$ cat src/hdl/mexp_pkg.sv
// Package for the modular exponentiation block: widths, reset constants,
// configuration register indexes and the sequencer state type.
// No dependencies.
`timescale 1ns / 1ps

package mexp_pkg;

  localparam int MOD_BITS_DEF = 32;
  localparam int DATA_W       = 32;
  localparam int EXP_W        = 32;
  localparam int CFG_IDX_W    = 2;

  localparam int PRIME_P    = 40009;
  localparam int PRIME_Q    = 40031;
  localparam int PUBLIC_EXP = 65537;

  localparam logic [DATA_W-1:0] MODULUS_RST  = DATA_W'(PRIME_P * PRIME_Q);
  localparam logic [EXP_W-1:0]  EXPONENT_RST = EXP_W'(PUBLIC_EXP);

  localparam logic [CFG_IDX_W-1:0] CFG_IDX_MODULUS  = CFG_IDX_W'(0);
  localparam logic [CFG_IDX_W-1:0] CFG_IDX_EXPONENT = CFG_IDX_W'(1);

  typedef enum logic [2:0] {
    ST_IDLE,
    ST_REDUCE,
    ST_BIT,
    ST_MULT,
    ST_SQUARE,
    ST_FINISH
  } mexp_state_t;

endpackage

$ cat src/hdl/modular_exponentiation.sv
// Modular exponentiation top level: sequencer, configuration registers and
// output register around one shared bit-serial modular multiplier.
// Depends on mexp_pkg and mexp_mulmod.
`timescale 1ns / 1ps

// Each item carries one base; the block returns base to the power of the
// exponent register, reduced by the modulus register, by right-to-left
// square-and-multiply. The base is first reduced by one pass of the shared
// multiplier. Then each exponent bit up to the highest set bit costs one
// decode step, one squaring (except for the highest bit) and, if the bit is
// set, one extra multiplication. Each pass of the multiplier holds the
// sequencer until the multiplier reports done, and a stalled result holds it
// in its final state. An exponent of zero goes straight from the reduction
// to the final state. The input is not ready while an item is in progress.
// An exponent of zero yields 1, and a modulus of zero makes the arithmetic
// wrap modulo 2^MOD_BITS. Registers may be written only while the block is
// idle.

module modular_exponentiation
  import mexp_pkg::*;
#(
  parameter int MOD_BITS = MOD_BITS_DEF
) (
  input  logic                 clk,
  input  logic                 rst_n,
  input  logic                 in_valid,
  output logic                 in_ready,
  input  logic [DATA_W-1:0]    in_base_value,
  output logic                 out_valid,
  input  logic                 out_ready,
  output logic [DATA_W-1:0]    out_power_result,
  input  logic                 cfg_we,
  input  logic [CFG_IDX_W-1:0] cfg_index,
  input  logic [DATA_W-1:0]    cfg_wdata
);

  localparam int N = MOD_BITS;

  mexp_state_t         state_r, state_nxt;
  logic [DATA_W-1:0]   modulus_r, modulus_nxt;
  logic [EXP_W-1:0]    exponent_r, exponent_nxt;
  logic [EXP_W-1:0]    exp_r, exp_nxt;
  logic [N-1:0]        acc_r, acc_nxt;
  logic [N-1:0]        sq_r, sq_nxt;
  logic                out_valid_r, out_valid_nxt;
  logic [DATA_W-1:0]   out_data_r, out_data_nxt;

  logic [63:0]         mod_ext;
  logic [63:0]         base_ext;
  logic [63:0]         acc_ext;
  logic [N-1:0]        mod_n;
  logic [N-1:0]        base_n;

  logic                mm_start;
  logic [N-1:0]        mm_x;
  logic [N-1:0]        mm_y;
  logic                mm_done;
  logic [N-1:0]        mm_result;

  assign mod_ext  = {32'd0, modulus_r};
  assign base_ext = {32'd0, in_base_value};
  assign acc_ext  = 64'(acc_r);
  assign mod_n    = mod_ext[N-1:0];
  assign base_n   = base_ext[N-1:0];

  mexp_mulmod #(
    .N(N)
  ) u_mulmod (
    .clk    (clk),
    .rst_n  (rst_n),
    .start  (mm_start),
    .x      (mm_x),
    .y      (mm_y),
    .m      (mod_n),
    .done   (mm_done),
    .result (mm_result)
  );

  always_comb begin
    state_nxt     = state_r;
    modulus_nxt   = modulus_r;
    exponent_nxt  = exponent_r;
    exp_nxt       = exp_r;
    acc_nxt       = acc_r;
    sq_nxt        = sq_r;
    out_valid_nxt = out_valid_r;
    out_data_nxt  = out_data_r;
    mm_start      = 1'b0;
    mm_x          = acc_r;
    mm_y          = sq_r;

    if (cfg_we) begin
      case (cfg_index)
        CFG_IDX_MODULUS:  modulus_nxt  = cfg_wdata;
        CFG_IDX_EXPONENT: exponent_nxt = cfg_wdata;
        default: ;
      endcase
    end

    if (out_valid_r && out_ready) begin
      out_valid_nxt = 1'b0;
    end

    case (state_r)
      ST_IDLE: begin
        if (in_valid) begin
          mm_start  = 1'b1;
          mm_x      = N'(1);
          mm_y      = base_n;
          exp_nxt   = exponent_r;
          acc_nxt   = N'(1);
          state_nxt = ST_REDUCE;
        end
      end
      ST_REDUCE: begin
        if (mm_done) begin
          sq_nxt    = mm_result;
          state_nxt = (exp_r == '0) ? ST_FINISH : ST_BIT;
        end
      end
      ST_BIT: begin
        mm_start = 1'b1;
        if (exp_r[0]) begin
          state_nxt = ST_MULT;
        end else begin
          mm_x      = sq_r;
          state_nxt = ST_SQUARE;
        end
      end
      ST_MULT: begin
        if (mm_done) begin
          acc_nxt = mm_result;
          if (exp_r[EXP_W-1:1] == '0) begin
            state_nxt = ST_FINISH;
          end else begin
            mm_start  = 1'b1;
            mm_x      = sq_r;
            state_nxt = ST_SQUARE;
          end
        end
      end
      ST_SQUARE: begin
        if (mm_done) begin
          sq_nxt    = mm_result;
          exp_nxt   = exp_r >> 1;
          state_nxt = (exp_r[EXP_W-1:1] == '0) ? ST_FINISH : ST_BIT;
        end
      end
      ST_FINISH: begin
        if (!out_valid_r || out_ready) begin
          out_valid_nxt = 1'b1;
          out_data_nxt  = acc_ext[DATA_W-1:0];
          state_nxt     = ST_IDLE;
        end
      end
      default: state_nxt = ST_IDLE;
    endcase
  end

  always_ff @(posedge clk) begin
    if (!rst_n) begin
      state_r     <= ST_IDLE;
      out_valid_r <= 1'b0;
      modulus_r   <= MODULUS_RST;
      exponent_r  <= EXPONENT_RST;
    end else begin
      state_r     <= state_nxt;
      out_valid_r <= out_valid_nxt;
      modulus_r   <= modulus_nxt;
      exponent_r  <= exponent_nxt;
    end
  end

  always_ff @(posedge clk) begin
    exp_r      <= exp_nxt;
    acc_r      <= acc_nxt;
    sq_r       <= sq_nxt;
    out_data_r <= out_data_nxt;
  end

  assign in_ready         = (state_r == ST_IDLE);
  assign out_valid        = out_valid_r;
  assign out_power_result = out_data_r;

endmodule

$ cat src/hdl/mexp_mulmod.sv
// Shared bit-serial modular multiplier: x * y mod m by shift-and-add,
// one multiplier bit per cycle. A modulus of zero wraps modulo 2^N.
// Depends on nothing but its parameter.
`timescale 1ns / 1ps

module mexp_mulmod #(
  parameter int N = 32
) (
  input  logic         clk,
  input  logic         rst_n,
  input  logic         start,
  input  logic [N-1:0] x,
  input  logic [N-1:0] y,
  input  logic [N-1:0] m,
  output logic         done,
  output logic [N-1:0] result
);

  localparam int CW = $clog2(N);

  logic          busy_r, busy_nxt;
  logic          done_r, done_nxt;
  logic [N-1:0]  acc_r, acc_nxt;
  logic [N-1:0]  x_r, x_nxt;
  logic [N-1:0]  y_r, y_nxt;
  logic [N-1:0]  m_r, m_nxt;
  logic [CW-1:0] cnt_r, cnt_nxt;
  logic [N-1:0]  dbl;
  logic [N-1:0]  step;

  // Sum of two residues, reduced once; modulus zero means plain wrap.
  function automatic logic [N-1:0] add_mod(input logic [N-1:0] a,
                                           input logic [N-1:0] b,
                                           input logic [N-1:0] md);
    logic [N:0] s;
    logic [N:0] d;
    s = {1'b0, a} + {1'b0, b};
    d = s - {1'b0, md};
    if (md == '0) begin
      return s[N-1:0];
    end else if (s >= {1'b0, md}) begin
      return d[N-1:0];
    end else begin
      return s[N-1:0];
    end
  endfunction

  always_comb begin
    dbl  = add_mod(acc_r, acc_r, m_r);
    step = y_r[N-1] ? add_mod(dbl, x_r, m_r) : dbl;
  end

  always_comb begin
    busy_nxt = busy_r;
    done_nxt = 1'b0;
    acc_nxt  = acc_r;
    x_nxt    = x_r;
    y_nxt    = y_r;
    m_nxt    = m_r;
    cnt_nxt  = cnt_r;
    if (start && !busy_r) begin
      busy_nxt = 1'b1;
      acc_nxt  = '0;
      x_nxt    = x;
      y_nxt    = y;
      m_nxt    = m;
      cnt_nxt  = CW'(N - 1);
    end else if (busy_r) begin
      acc_nxt = step;
      y_nxt   = {y_r[N-2:0], 1'b0};
      cnt_nxt = cnt_r - CW'(1);
      if (cnt_r == '0) begin
        busy_nxt = 1'b0;
        done_nxt = 1'b1;
      end
    end
  end

  always_ff @(posedge clk) begin
    if (!rst_n) begin
      busy_r <= 1'b0;
      done_r <= 1'b0;
    end else begin
      busy_r <= busy_nxt;
      done_r <= done_nxt;
    end
  end

  always_ff @(posedge clk) begin
    acc_r <= acc_nxt;
    x_r   <= x_nxt;
    y_r   <= y_nxt;
    m_r   <= m_nxt;
    cnt_r <= cnt_nxt;
  end

  assign done   = done_r;
  assign result = acc_r;

endmodule

$ cat config.mk
export PLATFORM = sky130hd
export DESIGN_NAME = modular_exponentiation
export DESIGN_NICKNAME = d
export VERILOG_FILES = /design/src/hdl/mexp_pkg.sv /design/src/hdl/modular_exponentiation.sv /design/src/hdl/mexp_mulmod.sv
export SDC_FILE = /design/constraint.sdc
export NUM_CORES = 1
export LEC_CHECK = 0
export ABC_AREA = 1
export BUFFER_PORTS_ARGS = -buffer_cell sky130_fd_sc_hd__buf_2
export CORE_MARGIN = 2
export CORE_UTILIZATION = 40
export DETAILED_ROUTE_END_ITERATION = 10
export SETUP_SLACK_MARGIN = 0.15
export SYNTH_ARGS = -nofsm -noshare
export SYNTH_HDL_FRONTEND = slang
export SYNTH_SLANG_ARGS = --single-unit
$ cat constraint.sdc
create_clock -name clk -period 12.2 [get_ports clk]
set_clock_uncertainty 0.05 [all_clocks]
set_input_delay 2.44 -clock clk [delete_from_list [all_inputs] [get_ports clk]]
set_output_delay 2.44 -clock clk [all_outputs]
set_load 0.05 [all_outputs]
==> results of run 1 <==
## cell usage after synthesis (3+ instances only)
| cell type | instances | area (sq um) |
|---|---|---|
| a21oi_1 | 115 | 575.6 |
| nand2_1 | 930 | 3491 |
| o21bai_1 | 20 | 150.1 |
| buf_6 | 6 | 67.56 |
| nand3_1 | 169 | 845.8 |
| o211ai_2 | 4 | 50.05 |
| a21boi_0 | 4 | 30.03 |
| inv_1 | 313 | 1175 |
| a31oi_1 | 36 | 225.2 |
| o21ai_0 | 108 | 540.5 |
| nand3b_1 | 10 | 75.07 |
| dfxtp_1 | 107 | 2142 |
| ha_1 | 97 | 1214 |
| o211ai_1 | 10 | 75.07 |
| buf_1 | 6 | 22.52 |
| o21ai_2 | 6 | 52.55 |
| nor2_1 | 318 | 1194 |
| clkbuf_1 | 51 | 191.4 |
| nand2_2 | 11 | 68.82 |
| inv_2 | 4 | 15.01 |
| xor2_1 | 44 | 385.4 |
| o31ai_1 | 6 | 45.04 |
| nand4_1 | 41 | 256.5 |
| edfxtp_1 | 224 | 6726 |
| xnor2_1 | 15 | 131.4 |
| nor2_2 | 14 | 87.58 |
| buf_2 | 19 | 95.09 |
| nor4_1 | 9 | 56.30 |
| fa_1 | 3 | 60.06 |
| or2_2 | 7 | 43.79 |
| o221ai_1 | 28 | 245.2 |
| o22ai_1 | 3 | 18.77 |
| nor3_1 | 17 | 85.08 |
| a21o_1 | 3 | 22.52 |
## critical path, delay by kind of cell, from the launching register on
family	cells	cell delay, ns
AOI/OAI and AO/OA	2	0.47
DFF	1	0.61
and+or+nand+nor	28	4.39
adders and majority gates	4	1.38
buffers and inverters	2	0.25
xor gates and xnor gates	1	0.39
## metrics by stage
step                      area [sq um]  hold slack [ns]
final                            23040           0.3776
after floorplan                  20640           0.3530
after global placement           21820           0.3643
after global routing             23040           0.3875
after detailed placement         21820           0.3621
after CTS                        23040           0.3778
## cells by family (layout without fill, tap and decap cells)
group / after synthesis / count (layout) / share of synthesized area, %
fa+ha+maj: 100 / 100 / 6.170
compound gates: 352 / 352 / 10.19
buf+inv: 401 / 511 / 7.661
xor+xnor: 59 / 59 / 2.503
flops: 331 / 331 / 42.96
simple gates: 1537 / 1537 / 30.51
## worst max path at each step
stage / startpoint / to / slack (ns) / cells past startpoint
after floorplan: u_mulmod.m_r[3] / u_mulmod.result[11] / 7.18 / 41
after global placement: u_mulmod.result[24] / u_mulmod.result[21] / 4.64 / 37
after detailed placement: u_mulmod.m_r[26] / u_mulmod.result[18] / 4.64 / 38
after CTS: u_mulmod.result[24] / u_mulmod.result[18] / 4.63 / 37
after global routing: u_mulmod.result[23] / u_mulmod.result[21] / 3.94 / 37
final: u_mulmod.result[24] / u_mulmod.result[21] / 4.48 / 37
## per-layer routing
layer  wire length, microns  GRT usage [%]
met2                  34790          46.92
met4                   2770          9.919
met1                  32110          36.06
met5                      0              0
met3                   4486          3.137
## cell type report
class                      count  area (sq um)
fill                        5226         28160
multi-input combinational   2048         10230
sequential                   331          8869
inverter                     317          1192
clock buffer                  49          1044
tap                          680         850.8
timing repair buffer         126         685.7
clock inverter                19         168.9
==> flow_summary_export.csv, run 1 <==
group,metric,value,unit
grt,grt_antenna_before_repair,1,
clock_tree,hold_buffers,0,
worst_setup_path,r2r_start,"u_mulmod.result[24]",
worst_setup_path,worstRegToRegCells,37,
worst_setup_path,slowest_stage,"dfxtp_1",
floorplanning,core,51200,sq um
placed_design,hpwl,59220,microns
floorplanning,rows,83,
worst_setup_path,cp.arrival,8.12,ns
clock_tree,h-tree-depth,2,
worst_setup_path,cp.required,12.61,ns
synthesis,async_reset_ff_share,0,%
clock_tree,cts_buffers,39,
clock_tree,cts_tree,"done",
clock_tree,path_clk_slew,0.06,ns
clock_tree,cts-root-buf,"clkbuf_16",
placed_design,io_buffers,104,
synthesis,synth_top_flop_cell,"edfxtp_1",
detailed_routing,drc,0,
synthesis,yosysUniqueCellTypes,49,
detailed_routing,first_pass_iters,6,
worst_setup_path,cp-start-kind,"flop",
sta,setup_ws,4.483,ns
final_layout,drive_above_1_share,8.478,%
placed_design,dp_slack,4.643,ns
final_layout,syn_to_final_growth,11.59,%
detailed_routing,route.vias.total,19180,
clock_tree,cts_sinks,331,
floorplanning,die_area,53440,sq um
worst_setup_path,regToRegEndpoint,"u_mulmod.result[21]",
sta,timing.final.crit_share,63.25,%
final_layout,layout_common_cells,"930 x nand2_1, 314 x nor2_1, 313 x inv_1, 224 x edfxtp_1, 169 x nand3_1",
clock_tree,clock_latency,0.57,ns
outcome,status,"finished, final reports clean",
grt,grt_pass1_wl,111000,microns
min_path,min-delay-start,"mod_n[10]",
sta,setup_viol,0,
min_path,holdPathStages,0,
grt,grt-ovfl-total,0,
floorplanning,die_w,231.2,microns
sta,maxSlewViolCount,0,
worst_setup_path,worst-path-max-fanout,38,
grt,grt_start_max_net_pins,67,
clock_tree,ctsLongestPathBuffers,3,
job,maxCapViolCount,0,
detailed_routing,wl_per_cell,20.77,microns
detailed_routing,avgViaCountPerCell,5.373,
min_path,holdPathEnd,"u_mulmod.m_r[10]",
synthesis,ys_seq_elements,331,
worst_setup_path,critical_path.most_common_cell,"nand2_1",
detailed_routing,finalWirelength,74160,microns
placed_design,gp_congestion,1.055,
synthesis,syn_area,20640,sq um
final_layout,antenna_cells,0,
placed_design,dp.cells,3502,
sta,slew_headroom,24.16,%
clock_tree,post_cts_buffers,0,
final_layout,utilization,45.00,%
grt,grt.total_usage,27.53,%
detailed_routing,final_antenna_net_count,0,
sta,finalCriticalPeriod,7.717,ns
grt,grt_pass1_vias,18680,
final_layout,finalNonFillerCells,3570,
final_layout,layout.nets,3034,
floorplanning,start_util,40.32,%
synthesis,seq_area_frac_synth,42.96,%
clock_tree,cts_resized,0,
min_path,hold_path_class,"reg -> reg",
worst_setup_path,max_stage_delay,0.61,ns
sta,tightestPinTransition,1.136,ns
floorplanning,io_pins,105,
sta,hold_viol,0,
worst_setup_path,endpoint_kind,"flop",
final_layout,mostFrequentLayoutCell,"nand2_1",
worst_setup_path,r2r_slack,4.48,ns
floorplanning,die_h,231.2,microns
synthesis,syn_avg_cell_area,7.426,sq um
worst_setup_path,timing_worst_setup_path_type,"reg -> reg",
sta,fin_tns_setup,0,ns
detailed_routing,initialDrtViolationCount,1671,
sta,rsz0062_at_grt,"no",
synthesis,syn_inst,2780,
synthesis,synth-edff-count,224,
sta,fmax,129.6,MHz
synthesis,yosys_warnings,0,
synthesis,syn_nets,2951,
Power of run 1 is not shown: default switching activity piles up to over one toggle a cycle in this logic, so the estimate is an artifact.
==> inputs of run 2 (changes only) <==
==> constraint.sdc (replaced) <==
create_clock -name clk -period 8.1 [get_ports clk]
set_clock_uncertainty 0.05 [all_clocks]
set_input_delay 1.62 -clock clk [delete_from_list [all_inputs] [get_ports clk]]
set_output_delay 1.62 -clock clk [all_outputs]
set_load 0.05 [all_outputs]
==> run 2 against run 1 <==
Effect of this change: sequential cell count is the same; final area up 0.21%; final cell count about the same; die area stayed put; worst setup slack got worse by 3.6 ns; utilization grew 0.095 points; critical path depth increased by 2; critical endpoint is now u_mulmod.result[8].
==> flow_summary_export.csv, run 2 (synthesis gave the netlist of run 1 again) <==
group,metric,value,unit
sta,fin_tns_setup,0,ns
final_layout,layout.nets,3035,
worst_setup_path,cp.required,8.48,ns
clock_tree,ctsLongestPathBuffers,3,
detailed_routing,route.vias.total,18920,
clock_tree,cts-root-buf,"clkbuf_16",
clock_tree,cts_buffers,38,
worst_setup_path,cp_num_cells,39,
clock_tree,cts_tree,"done",
grt,grt_antenna_before_repair,0,
worst_setup_path,worstRegToRegCells,39,
worst_setup_path,timing_worst_setup_path_type,"reg -> reg",
placed_design,postPlaceCellArea,21840,sq um
floorplanning,core,51200,sq um
final_layout,mostFrequentLayoutCell,"nand2_1",
sta,setup_viol,0,
grt,grt_pass1_wl,112700,microns
worst_setup_path,cp.arrival,7.61,ns
sta,slew_headroom,27.14,%
worst_setup_path,cp_top_family,"simple AND/OR/NAND/NOR gates",
worst_setup_path,worst-path-max-fanout,38,
outcome,status,"finished, final reports clean",
worst_setup_path,critical_path.most_common_cell,"nand2_1",
final_layout,fillers,5280,
detailed_routing,final_antenna_net_count,0,
worst_setup_path,crit_start,"u_mulmod.m_r[0]",
clock_tree,h-tree-depth,2,
detailed_routing,drc,0,
detailed_routing,finalWirelength,74790,microns
sta,timing.final.crit_share,89.31,%
job,maxCapViolCount,0,
clock_tree,cts_sinks,331,
sta,maxSlewViolCount,0,
worst_setup_path,slowest_stage,"edfxtp_1",
min_path,min-delay-start,"mod_n[19]",
floorplanning,die_h,231.2,microns
sta,tightestPinTransition,1.092,ns
worst_setup_path,cp-start-kind,"flop",
worst_setup_path,critPathBufInv,4,
placed_design,io_buffers,104,
min_path,holdPathStages,0,
floorplanning,die_w,231.2,microns
sta,hold_viol,0,
final_layout,seq_area,8869,sq um
final_layout,drive_above_1_share,8.613,%
final_layout,syn_to_final_growth,11.83,%
floorplanning,rows,83,
placed_design,dp.cells,3504,
grt,grt-ovfl-total,0,
grt,grt_start_max_net_pins,74,
floorplanning,start_util,40.32,%
final_layout,finalNonFillerCells,3571,
floorplanning,die_area,53440,sq um
worst_setup_path,max_stage_delay,0.45,ns
detailed_routing,wl_per_cell,20.94,microns
clock_tree,post_cts_buffers,0,
clock_tree,clock_latency,0.58,ns
sta,fmax,138.2,MHz
detailed_routing,avgViaCountPerCell,5.299,
placed_design,gp_congestion,1.045,
min_path,hold_path_class,"reg -> reg",
clock_tree,path_clk_slew,0.06,ns
grt,grt_pass1_vias,18760,
detailed_routing,initialDrtViolationCount,1718,
sta,rsz0062_at_grt,"no",
grt,grt.total_usage,28.06,%
detailed_routing,first_pass_iters,5,
final_layout,layout_common_cells,"930 x nand2_1, 314 x nor2_1, 313 x inv_1, 224 x edfxtp_1, 169 x nand3_1",
floorplanning,io_pins,105,
worst_setup_path,r2r_slack,0.87,ns
worst_setup_path,endpoint_kind,"flop",
final_layout,stdcell_area,23090,sq um
worst_setup_path,r2r_start,"u_mulmod.m_r[0]",
sta,finalCriticalPeriod,7.234,ns
placed_design,hpwl,59750,microns
final_layout,antenna_cells,0,
final_layout,multiInputGateArea,10230,sq um
clock_tree,hold_buffers,0,
==> run 2: changes by cell type in the layout (fill, tap and decap cells not counted), sizes merged <==
cell / previous run / this run
clkinvlp: 2 / 1
buf: 126 / 128
==> run 2: stage by stage <==
stage / hold WS (ns) / util [%] / setup WS, ns
after floorplan: 0.3530 / - / 3.075
after global placement: 0.3626 / 42.66 / 0.8776
after detailed placement: 0.3622 / 42.66 / 0.8226
after CTS: 0.3764 / 45.08 / 0.7878
after global routing: 0.3839 / 45.09 / 0.3631
final: 0.3780 / 45.09 / 0.8663
==> run 2: path summary, 6_finish.rpt <==
| path | endpoint |
|---|---|
| max reg2reg | u_mulmod.result[8] |
| max | u_mulmod.result[8] |
| min reg2reg | u_mulmod.m_r[19] |
| min | u_mulmod.m_r[19] |
==> run 2: cell type report <==
type	count	share of cell area [%]
multi-input combinational	2048	44.32
timing repair buffer	128	3.035
clock inverter	18	0.7262
tap	680	3.685
clock buffer	49	4.650
inverter	317	5.165
sequential	331	38.42
==> run 2: timing repair <==
item | CTS | global route
setup endpoints to repair | 0 | 3
hold endpoints to repair | 0 | 0
gates resized for setup | 0 | 1
==> run 2: per-layer routing <==
metal | routed length (microns) | global-route usage, %
met5 | 0 | 0
met1 | 32870 | 36.91
met4 | 3113 | 11.03
met2 | 34830 | 47.11
met3 | 3973 | 3.297
Power of run 2 is left out for the same reason.
==> inputs of run 3 (changes only) <==
--- a/config.mk
+++ b/config.mk
@@ -10,6 +10,7 @@
 export CORE_MARGIN = 2
 export CORE_UTILIZATION = 40
 export DETAILED_ROUTE_END_ITERATION = 10
+export RECOVER_POWER = 50
 export SETUP_SLACK_MARGIN = 0.15
 export SYNTH_ARGS = -nofsm -noshare
 export SYNTH_HDL_FRONTEND = slang
==> run 3 against run 2 <==
Effect of this change: the run now ends with max-capacitance violations, max-slew violations left; sequential share of layout area is 0.063 points higher; hold slack hardly changed; via count is 0.32% higher.
==> flow_summary_export.csv, run 3 (synthesis gave the netlist of run 1 again) <==
group,metric,value,unit
outcome,status,"complete, but fails checks",
outcome,violations,"max-capacitance violations, max-slew violations",
grt,met2_usage,47.11,%
sta,fin_tns_setup,0,ns
floorplanning,io_pins,105,
sta,fmax,138.1,MHz
final_layout,utilization,45.02,%
detailed_routing,avgViaCountPerCell,5.316,
worst_setup_path,slowest_stage,"edfxtp_1",
detailed_routing,finalWirelength,74820,microns
clock_tree,cts-root-buf,"clkbuf_16",
clock_tree,ctsLongestPathBuffers,3,
final_layout,mostFrequentLayoutCell,"nand2_1",
grt,grt_start_max_net_pins,74,
floorplanning,start_util,40.32,%
grt,grt-ovfl-total,0,
worst_setup_path,critical_path.most_common_cell,"nand2_1",
grt,grt_busiest_layer,"met2",
clock_tree,post_cts_buffers,0,
worst_setup_path,worst-path-max-fanout,38,
sta,rsz0062_at_grt,"no",
final_layout,layout.nets,3035,
clock_tree,h-tree-depth,2,
worst_setup_path,cp.arrival,7.62,ns
job,maxCapViolCount,8,
final_layout,fillers,5292,
placed_design,gp_congestion,1.045,
sta,finalCriticalPeriod,7.241,ns
grt,grt_antenna_before_repair,0,
sta,setup_ws,0.8589,ns
placed_design,hpwl,59750,microns
placed_design,io_buffers,104,
worst_setup_path,cp-start-kind,"flop",
worst_setup_path,max_stage_delay,0.45,ns
grt,grt_pass1_wl,112700,microns
floorplanning,die_h,231.2,microns
clock_tree,clock_latency,0.58,ns
sta,setup_viol,0,
detailed_routing,initialDrtViolationCount,1753,
min_path,hold_path_class,"reg -> reg",
sta,timing.final.crit_share,89.40,%
grt,grt.total_usage,28.06,%
sta,hold_viol,0,
grt,use_met1,36.91,%
floorplanning,rows,83,
floorplanning,die_area,53440,sq um
floorplanning,die_w,231.2,microns
placed_design,dp_slack,0.8226,ns
floorplanning,core,51200,sq um
final_layout,syn_to_final_growth,11.65,%
sta,maxSlewViolCount,303,
worst_setup_path,timing_worst_setup_path_type,"reg -> reg",
sta,slew_headroom,-70.40,%
detailed_routing,wl_per_cell,20.95,microns
sta,timing.hold.ws,0.3780,ns
final_layout,antenna_cells,0,
clock_tree,cts_sinks,331,
clock_tree,cts_buffers,38,
clock_tree,cts_tree,"done",
detailed_routing,first_pass_iters,6,
detailed_routing,final_antenna_net_count,0,
clock_tree,path_clk_slew,0.06,ns
final_layout,drive_above_1_share,8.163,%
grt,met3_usage,3.297,%
detailed_routing,route.vias.total,18980,
sta,tightestPinTransition,2.556,ns
detailed_routing,drc,0,
final_layout,layout_common_cells,"930 x nand2_1, 314 x inv_1, 314 x nor2_1, 224 x edfxtp_1, 169 x nand3_1",
grt,grt_pass1_vias,18760,
worst_setup_path,endpoint_kind,"flop",
worst_setup_path,cp.required,8.48,ns
==> run 3: cell count changes in the layout (fill, tap and decap cells not counted), sizes merged <==
cell / before / now
buf: 128 / 117
clkbuf: 49 / 60
==> run 3: what timing repair did <==
action,in CTS,in global routing
hold buffers,0,0
resized for setup,0,1
hold endpoints to repair,0,0
setup endpoints to repair,0,3
==> run 3: worst paths after layout <==
check	slack, ns	start	cells past startpoint	to
setup / recovery	0.86	u_mulmod.m_r[0]	39	u_mulmod.result[8]
hold / removal	0.38	mod_n[19]	0	u_mulmod.m_r[19]
setup reg to reg	0.86	u_mulmod.m_r[0]	39	u_mulmod.result[8]
hold reg to reg	0.38	mod_n[19]	0	u_mulmod.m_r[19]
==> run 3: critical path, delay by kind of cell, from the launching register on <==
family | cells | cell delay, ns
xor gates and xnor gates | 1 | 0.36
AOI/OAI and AO/OA | 2 | 0.40
buffers and inverters | 4 | 0.94
and+or+nand+nor | 28 | 3.43
DFF | 1 | 0.45
adders and majority gates | 4 | 1.44
==> run 3: per-layer routing <==
metal | up-vias | wire length, microns | part of all wire [%]
li1 | 9325 | - | -
met1 | 8877 | 32780 | 44
met2 | 652 | 34780 | 46
met3 | 128 | 4103 | 5.5
met4 | 0 | 3163 | 4.2
met5 | - | 0 | 0
==> run 3: layout make-up <==
| class | instances | area (sq um) | share of cell area [%] |
|---|---|---|---|
| Clock buffer | 49 | 1074 | 4.658 |
| Clock inverter | 18 | 167.7 | 0.7274 |
| Timing Repair Buffer | 128 | 666.9 | 2.893 |
| Sequential cell | 331 | 8869 | 38.48 |
| Multi-Input combinational cell | 2048 | 10230 | 44.38 |
| Tap cell | 680 | 850.8 | 3.691 |
| Inverter | 317 | 1192 | 5.173 |
==> run 3: stage by stage <==
stage | cells | cell area (sq um)
after floorplan | 2780 | 20640
after global placement | 3504 | 21840
after detailed placement | 3504 | 21840
after CTS | 3571 | 23080
after global routing | 3571 | 23050
final | 3571 | 23050
Power of run 3 is left out for the same reason.
